$ cat src/sv/eucjp_pkg.sv
`timescale 1ns / 1ps

package eucjp_pkg;

	// Default width of the running score.
	localparam int unsigned SCORE_BITS_DEF = 16;

	// Width of the score field on the result channel.
	localparam int unsigned OUT_BITS = 16;

	// Byte codes that the decoder looks for.
	localparam logic [7:0] BYTE_NUL   = 8'h00;
	localparam logic [7:0] BYTE_TAB   = 8'h09;
	localparam logic [7:0] BYTE_LF    = 8'h0A;
	localparam logic [7:0] BYTE_CR    = 8'h0D;
	localparam logic [7:0] BYTE_ESC   = 8'h1B;
	localparam logic [7:0] BYTE_SPACE = 8'h20;
	localparam logic [7:0] BYTE_HIGH  = 8'h80;
	localparam logic [7:0] BYTE_SS2   = 8'h8E;
	localparam logic [7:0] BYTE_SS3   = 8'h8F;
	localparam logic [7:0] EUC_LO     = 8'hA1;
	localparam logic [7:0] KANA_HI    = 8'hDF;
	localparam logic [7:0] EUC_HI     = 8'hFE;

	// Where the decoder stands within a multi-byte character.
	typedef enum logic [2:0] {
		PH_LEAD  = 3'd0,
		PH_TRAIL = 3'd1,
		PH_KANA  = 3'd2,
		PH_SS3_1 = 3'd3,
		PH_SS3_2 = 3'd4
	} phase_t;

	// Control state carried from one byte to the next.
	typedef struct packed {
		phase_t phase;
		logic   reject;
	} ctrl_t;

	function automatic logic is_euc(input logic [7:0] c);
		is_euc = (c >= EUC_LO) && (c <= EUC_HI);
	endfunction

	function automatic logic is_kana(input logic [7:0] c);
		is_kana = (c >= EUC_LO) && (c <= KANA_HI);
	endfunction

endpackage

$ cat src/sv/eucjp_content_scorer_top.sv
`timescale 1ns / 1ps

// Channel  Direction  Handshake          Payload
// input    in         in_valid/in_stall  data_byte[7:0], end_of_buffer
// result   out        out_valid/out_stall score[15:0], rejected
//
// A byte is registered on the transfer and decoded in the following cycle, which
// updates the character phase, the running score and the reject flag.
// One byte can be taken in every cycle while the input does not stall; the result
// of a buffer passes through the input register and then the result register.
// Reset empties both registers and returns the decoder to the lead-byte phase
// with a zero score. The input stalls only when the registered byte ends a
// buffer and a previous result is still held by a stalled output.
module eucjp_content_scorer_top #(
	parameter int unsigned SCORE_BITS = eucjp_pkg::SCORE_BITS_DEF
) (
	input  logic                           clk,
	input  logic                           arst_n,
	input  logic                           in_valid,
	output logic                           in_stall,
	input  logic [7:0]                     data_byte,
	input  logic                           end_of_buffer,
	output logic                           out_valid,
	input  logic                           out_stall,
	output logic [eucjp_pkg::OUT_BITS-1:0] score,
	output logic                           rejected
);

	// Input register.
	logic       valid_s1;
	logic [7:0] byte_s1;
	logic       eob_s1;

	// Decoder state.
	eucjp_pkg::ctrl_t      ctrl_q;
	logic [SCORE_BITS-1:0] score_q;

	eucjp_pkg::ctrl_t               ctrl_nxt;
	logic [SCORE_BITS-1:0]          score_nxt;
	logic [eucjp_pkg::OUT_BITS-1:0] res_score;
	logic                           res_rejected;

	logic out_busy;
	logic advance;
	logic in_xfer;

	// The registered byte moves on unless it ends a buffer and the result
	// register cannot take the result.
	assign advance  = valid_s1 & ~(eob_s1 & out_busy);
	assign in_stall = valid_s1 & ~advance;
	assign in_xfer  = in_valid & ~in_stall;

	always_ff @(posedge clk or negedge arst_n) begin
		if (!arst_n) begin
			valid_s1 <= 1'b0;
		end else begin
			valid_s1 <= in_xfer | in_stall;
		end
	end

	always_ff @(posedge clk) begin
		if (in_xfer) begin
			byte_s1 <= data_byte;
			eob_s1  <= end_of_buffer;
		end
	end

	eucjp_step #(
		.SCORE_BITS (SCORE_BITS)
	) u_step (
		.ctrl_cur     (ctrl_q),
		.score_cur    (score_q),
		.data_byte    (byte_s1),
		.ctrl_nxt     (ctrl_nxt),
		.score_nxt    (score_nxt),
		.res_score    (res_score),
		.res_rejected (res_rejected)
	);

	// At the end of a buffer the state returns to its reset value.
	always_ff @(posedge clk or negedge arst_n) begin
		if (!arst_n) begin
			ctrl_q  <= '{phase: eucjp_pkg::PH_LEAD, reject: 1'b0};
			score_q <= '0;
		end else if (advance) begin
			if (eob_s1) begin
				ctrl_q  <= '{phase: eucjp_pkg::PH_LEAD, reject: 1'b0};
				score_q <= '0;
			end else begin
				ctrl_q  <= ctrl_nxt;
				score_q <= score_nxt;
			end
		end
	end

	eucjp_out_reg u_out (
		.clk           (clk),
		.arst_n        (arst_n),
		.load          (advance & eob_s1),
		.load_score    (res_score),
		.load_rejected (res_rejected),
		.out_stall     (out_stall),
		.out_valid     (out_valid),
		.busy          (out_busy),
		.score         (score),
		.rejected      (rejected)
	);

endmodule

$ cat src/sv/eucjp_step.sv
`timescale 1ns / 1ps

// Next-state logic for one byte, and the result value for the end of a buffer.
module eucjp_step #(
	parameter int unsigned SCORE_BITS = eucjp_pkg::SCORE_BITS_DEF
) (
	input  eucjp_pkg::ctrl_t                 ctrl_cur,
	input  logic [SCORE_BITS-1:0]            score_cur,
	input  logic [7:0]                       data_byte,
	output eucjp_pkg::ctrl_t                 ctrl_nxt,
	output logic [SCORE_BITS-1:0]            score_nxt,
	output logic [eucjp_pkg::OUT_BITS-1:0]   res_score,
	output logic                             res_rejected
);

	localparam int unsigned WIDE_BITS =
		(SCORE_BITS > eucjp_pkg::OUT_BITS) ? SCORE_BITS : eucjp_pkg::OUT_BITS;

	logic [SCORE_BITS-1:0] score_inc;
	logic [SCORE_BITS-1:0] score_dec;
	logic [WIDE_BITS-1:0]  score_wide;
	logic [WIDE_BITS-1:0]  out_max_wide;
	logic                  is_ctrl;

	assign score_inc = (&score_cur) ? score_cur : score_cur + 1'b1;
	assign score_dec = (score_cur == '0) ? score_cur : score_cur - 1'b1;

	assign is_ctrl = (data_byte < eucjp_pkg::BYTE_SPACE)
		&& (data_byte != eucjp_pkg::BYTE_TAB)
		&& (data_byte != eucjp_pkg::BYTE_LF)
		&& (data_byte != eucjp_pkg::BYTE_CR);

	always_comb begin
		ctrl_nxt  = ctrl_cur;
		score_nxt = score_cur;
		if (!ctrl_cur.reject) begin
			unique case (ctrl_cur.phase)
				eucjp_pkg::PH_LEAD: begin
					if (data_byte == eucjp_pkg::BYTE_NUL
						|| data_byte == eucjp_pkg::BYTE_ESC) begin
						ctrl_nxt.reject = 1'b1;
					end else if (is_ctrl) begin
						score_nxt = score_dec;
					end else if (data_byte < eucjp_pkg::BYTE_HIGH) begin
						score_nxt = score_cur;
					end else if (data_byte == eucjp_pkg::BYTE_SS2) begin
						score_nxt      = score_inc;
						ctrl_nxt.phase = eucjp_pkg::PH_KANA;
					end else if (data_byte == eucjp_pkg::BYTE_SS3) begin
						score_nxt      = score_inc;
						ctrl_nxt.phase = eucjp_pkg::PH_SS3_1;
					end else if (eucjp_pkg::is_euc(data_byte)) begin
						score_nxt      = score_inc;
						ctrl_nxt.phase = eucjp_pkg::PH_TRAIL;
					end else begin
						ctrl_nxt.reject = 1'b1;
					end
				end
				eucjp_pkg::PH_KANA: begin
					if (eucjp_pkg::is_kana(data_byte)) begin
						score_nxt      = score_inc;
						ctrl_nxt.phase = eucjp_pkg::PH_LEAD;
					end else begin
						ctrl_nxt.reject = 1'b1;
						ctrl_nxt.phase  = eucjp_pkg::PH_LEAD;
					end
				end
				eucjp_pkg::PH_SS3_1: begin
					if (eucjp_pkg::is_euc(data_byte)) begin
						score_nxt      = score_inc;
						ctrl_nxt.phase = eucjp_pkg::PH_SS3_2;
					end else begin
						ctrl_nxt.reject = 1'b1;
						ctrl_nxt.phase  = eucjp_pkg::PH_LEAD;
					end
				end
				default: begin
					if (eucjp_pkg::is_euc(data_byte)) begin
						score_nxt = score_inc;
					end else begin
						ctrl_nxt.reject = 1'b1;
					end
					ctrl_nxt.phase = eucjp_pkg::PH_LEAD;
				end
			endcase
		end
	end

	// The result field saturates again when the running score is wider.
	assign score_wide   = WIDE_BITS'(score_nxt);
	assign out_max_wide = WIDE_BITS'({eucjp_pkg::OUT_BITS{1'b1}});

	always_comb begin
		res_rejected = ctrl_nxt.reject;
		if (ctrl_nxt.reject) begin
			res_score = '0;
		end else if (score_wide > out_max_wide) begin
			res_score = {eucjp_pkg::OUT_BITS{1'b1}};
		end else begin
			res_score = score_wide[eucjp_pkg::OUT_BITS-1:0];
		end
	end

endmodule

$ cat src/sv/eucjp_out_reg.sv
`timescale 1ns / 1ps

// Result register: holds one result until the downstream side takes it.
module eucjp_out_reg (
	input  logic                           clk,
	input  logic                           arst_n,
	input  logic                           load,
	input  logic [eucjp_pkg::OUT_BITS-1:0] load_score,
	input  logic                           load_rejected,
	input  logic                           out_stall,
	output logic                           out_valid,
	output logic                           busy,
	output logic [eucjp_pkg::OUT_BITS-1:0] score,
	output logic                           rejected
);

	logic                           valid_q;
	logic [eucjp_pkg::OUT_BITS-1:0] score_q;
	logic                           rejected_q;

	always_ff @(posedge clk or negedge arst_n) begin
		if (!arst_n) begin
			valid_q <= 1'b0;
		end else begin
			valid_q <= load | (valid_q & out_stall);
		end
	end

	always_ff @(posedge clk) begin
		if (load) begin
			score_q    <= load_score;
			rejected_q <= load_rejected;
		end
	end

	// Busy while a result is held and not taken in this cycle.
	assign busy      = valid_q & out_stall;
	assign out_valid = valid_q;
	assign score     = score_q;
	assign rejected  = rejected_q;

endmodule
$ cat config.mk
export PLATFORM = sky130hd
export DESIGN_NAME = eucjp_content_scorer_top
export DESIGN_NICKNAME = d
export VERILOG_FILES = /design/src/sv/eucjp_pkg.sv /design/src/sv/eucjp_content_scorer_top.sv /design/src/sv/eucjp_step.sv /design/src/sv/eucjp_out_reg.sv
export SDC_FILE = /design/constraint.sdc
export NUM_CORES = 1
export LEC_CHECK = 0
export BUFFER_PORTS_ARGS = -buffer_cell sky130_fd_sc_hd__buf_2
export CORE_MARGIN = 8
export CORE_UTILIZATION = 60
export CTS_BUF_LIST = sky130_fd_sc_hd__clkbuf_4
export CTS_CLUSTER_DIAMETER = 200
export DETAILED_ROUTE_END_ITERATION = 8
export PLACE_DENSITY = 0.8
export RECOVER_POWER = 25
export SYNTH_ARGS = -nofsm -noshare
export SYNTH_HDL_FRONTEND = slang
export SYNTH_SLANG_ARGS = --single-unit
export TNS_END_PERCENT = 20
$ cat constraint.sdc
create_clock -name clk -period 3.2 [get_ports clk]
set_input_delay 0 -clock clk [delete_from_list [all_inputs] [get_ports clk]]
set_output_delay 0 -clock clk [all_outputs]
set_load 0.05 [all_outputs]
==> impl_metrics.tcl <==
set metrics [dict create \
    cts_made_buffers 5 \
    worstPathMaxFanout 9 \
    maxCapViolations 0 \
    yosys.cell_types.count 77 \
    timing.final.ws_setup_ns 0.133 \
    final_layout_size_suffix_gt1_frac 0.191 \
    antenna_left 0 \
    grtUsageTotal 0.329 \
    setup_tns_ns 0 \
    final.hold.worst_slack_ns 0.322 \
    power-per-cell-area_mw_per_mm2 619 \
    ys_seq_area_frac 0.343 \
    die-height_um 96.4 \
    placed_area_sq_mm 0.00428 \
    vias 4506 \
    port_buffers 31 \
    ffs_w_async_s_r_synth 0.458 \
    ir_drop_v 0.000489 \
    hold_viol 0 \
    max_slew.worst_pin.slew_ns 1.48 \
    cts.root.buffer_cell "sky130_fd_sc_hd__clkbuf_4" \
    utilization 0.707 \
    fp.dieW_um 96.4 \
    antenna_cells 0 \
    dp_worst_setup_slack_ns 0.226 \
    synth-seq-cells 48 \
    drt-initial-drc-count 569 \
    postSynthNetCount 489 \
    clkSlewWorstSetupHoldPaths_ns 0.14 \
    grt_max_degree 23 \
    top_achievable_clock_speed_ghz 0.326 \
    grt_pass1_wl_mm 22.8 \
    number_of_primary_i_o_pins 32 \
    gr-total-overflow 0 \
    synthesis.instances 473 \
    row_count 29 \
    vias_per_cell 7.42 \
    critical-path-max-stage-delay_ns 0.74 \
    synth_most_common_cell "sky130_fd_sc_hd__nor2_1" \
    gp_congestion 1.06 \
    route.final.wire_length_mm 14.8 \
    rsz_0062_raised_after_global_routing "false" \
    setup_violations 0 \
    crit_path_top_delay_cell "sky130_fd_sc_hd__or4_1" \
    post-route-min-period_ns 3.07 \
    worstPathArrival_ns 3.23 \
    synth_edf_count 26 \
    critical_path.startpoint_type "flip-flop" \
    clk_path_buf_depth 2 \
    worst-path-buf-inv 0 \
    final_max_slew_viol_count 0 \
    post-dp-hpwl_mm 10.5 \
    period_share 0.958 \
    routedWlPerCell_um 24.4 \
    netlist_top_cells_area "sky130_fd_sc_hd__edfxtp_1 20%, sky130_fd_sc_hd__dfrtp_1 14%, sky130_fd_sc_hd__a21oi_1 4.6%" \
    clock_latency_ns 0.39 \
    worstPathRequired_ns 3.36 \
    fill_cells 508 \
    synth.largest_area_cell "sky130_fd_sc_hd__edfxtp_1" \
    cts-htree-levels 2 \
    core_area_sq_mm 0.00631 \
    design.die.area_sq_mm 0.00929 \
    remaining_drc_errors 0 \
    mappedNetlistArea_sq_mm 0.00388 \
    p_leak_nw 1.76 \
    syn_avg_cell_area_sq_um 8.20 \
    hold_path.class "in -> reg" \
    grt_pass1_vias 4106 \
    ys_dominant_reg_cell "sky130_fd_sc_hd__edfxtp_1" \
    max_slew_margin 0.0164 \
    syn_to_final_growth_pct 15.2 \
    criticalPathCategory "reg -> reg" \
    clock_sinks 48 \
    fin_skew_ns 0.0244 \
    layout.nets 545 \
    synthesis.yosys.warnings 0 \
    timing.critical_path.max_delay_family "compound AO/OA/AOI/OAI gates" \
    tritoncts "done" \
    drt_pass1_iterations 5 \
    status "complete, no violations" \
    netlist_top_cells_count "47 x sky130_fd_sc_hd__nor2_1, 45 x sky130_fd_sc_hd__nand2_1, 36 x sky130_fd_sc_hd__a21oi_1" \
    antenna_found_initial 1 \
    setup.worst_path.end_class "flip-flop" \
    floorplan.initialDensity 0.614 \
    yosys.area.top_type_share 0.201 \
    cp_cell_sequence "ha_1 > nand3_1 > or4_1 > o21ai_0 > a211oi_1 > a221oi_2 > o31ai_1 > a31o_2" \
    final_area_sq_mm 0.00447 \
]
[sequential cells by signal (all words and copies together) (netlist names)]
name	flops
byte_s1	8
ctrl_q	4
eob_s1	1
score_q	16
u_out.out_valid	1
u_out.rejected	1
u_out.score	16
valid_s1	1
[metrics by stage]
stage	std cells	power (W)
floorplan	473	0.00189
global placement	586	0.00237
detailed placement	586	0.00240
CTS	607	0.00269
global route	607	0.00289
finish	607	0.00276
[cells by family (layout without fill, tap and decap cells)]
kind of cell	Yosys count	in the layout	share of synthesized area
AND/OR/NAND/NOR	195	195	0.256
AO/OA/AOI/OAI	161	161	0.300
buffers and inverters	52	109	0.0568
flip-flops	48	48	0.343
XOR/XNOR	9	9	0.0203
multiplexers	5	5	0.0132
adder cells (fa/ha/maj)	3	3	0.00968
[timing repair]
item,in CTS,in global routing
resized for setup,0,0
hold buffers,13,0
setup buffers,0,0
hold endpoints to repair,33,0
[final timing paths]
path                               start        endpoint  slack [ns]  cells past startpoint
setup / recovery              score_q[1]  u_out.score[0]        0.13                      8
hold / removal             end_of_buffer          eob_s1        0.32                      2
setup reg to reg              score_q[1]  u_out.score[0]        0.13                      8
hold reg to reg                ctrl_q[1]       ctrl_q[1]        0.58                      2
max in group asynchronous         arst_n       ctrl_q[2]        1.83                      2
min in group asynchronous         arst_n      score_q[6]        0.49                      2
[per-layer routing]
metal	wire, um	track usage	up-vias
met5	17	0	-
li1	-	-	1945
met2	6480	0.507	394
met3	1920	0.0835	92
met1	5430	0.409	2073
met4	958	0.195	2
[report_power, final]
group | internal [W] | leakage, nW | switching, W
clock | 0.0000903 | 0.0307 | 0.000203
combinational | 0.000587 | 1.18 | 0.000981
sequential | 0.000772 | 0.543 | 0.000129
[area by class of cell]
class,count,area [sq um],area share
clock buffer,6,45.0,0.0101
clock inverter,2,7.51,0.00168
inverter,14,52.6,0.0118
multi-input combinational,373,2330,0.521
sequential,48,1330,0.298
tap,77,96.3,0.0216
timing repair buffer,87,607,0.136
[cell usage in the layout, fill, tap and decap left out, drive strengths merged, types with 5 or more instances in the layout]
master | netlist | layout
buf | 9 | 73
nor2 | 47 | 47
nand2 | 47 | 47
a21oi | 36 | 36
o21ai | 28 | 28
edfxtp | 26 | 26
dfrtp | 22 | 22
nor3 | 21 | 21
nand3 | 20 | 20
nand4 | 14 | 14
inv | 14 | 14
dlygate4sd3 | 0 | 13
a211oi | 11 | 11
o211ai | 9 | 9
o31ai | 8 | 8
nor4 | 8 | 8
xnor2 | 7 | 7
and3 | 7 | 7
or4 | 7 | 7
clkbuf | 29 | 7
or3 | 6 | 6
a211o | 5 | 5
a31oi | 5 | 5
Power figures use the tool's default switching activity.
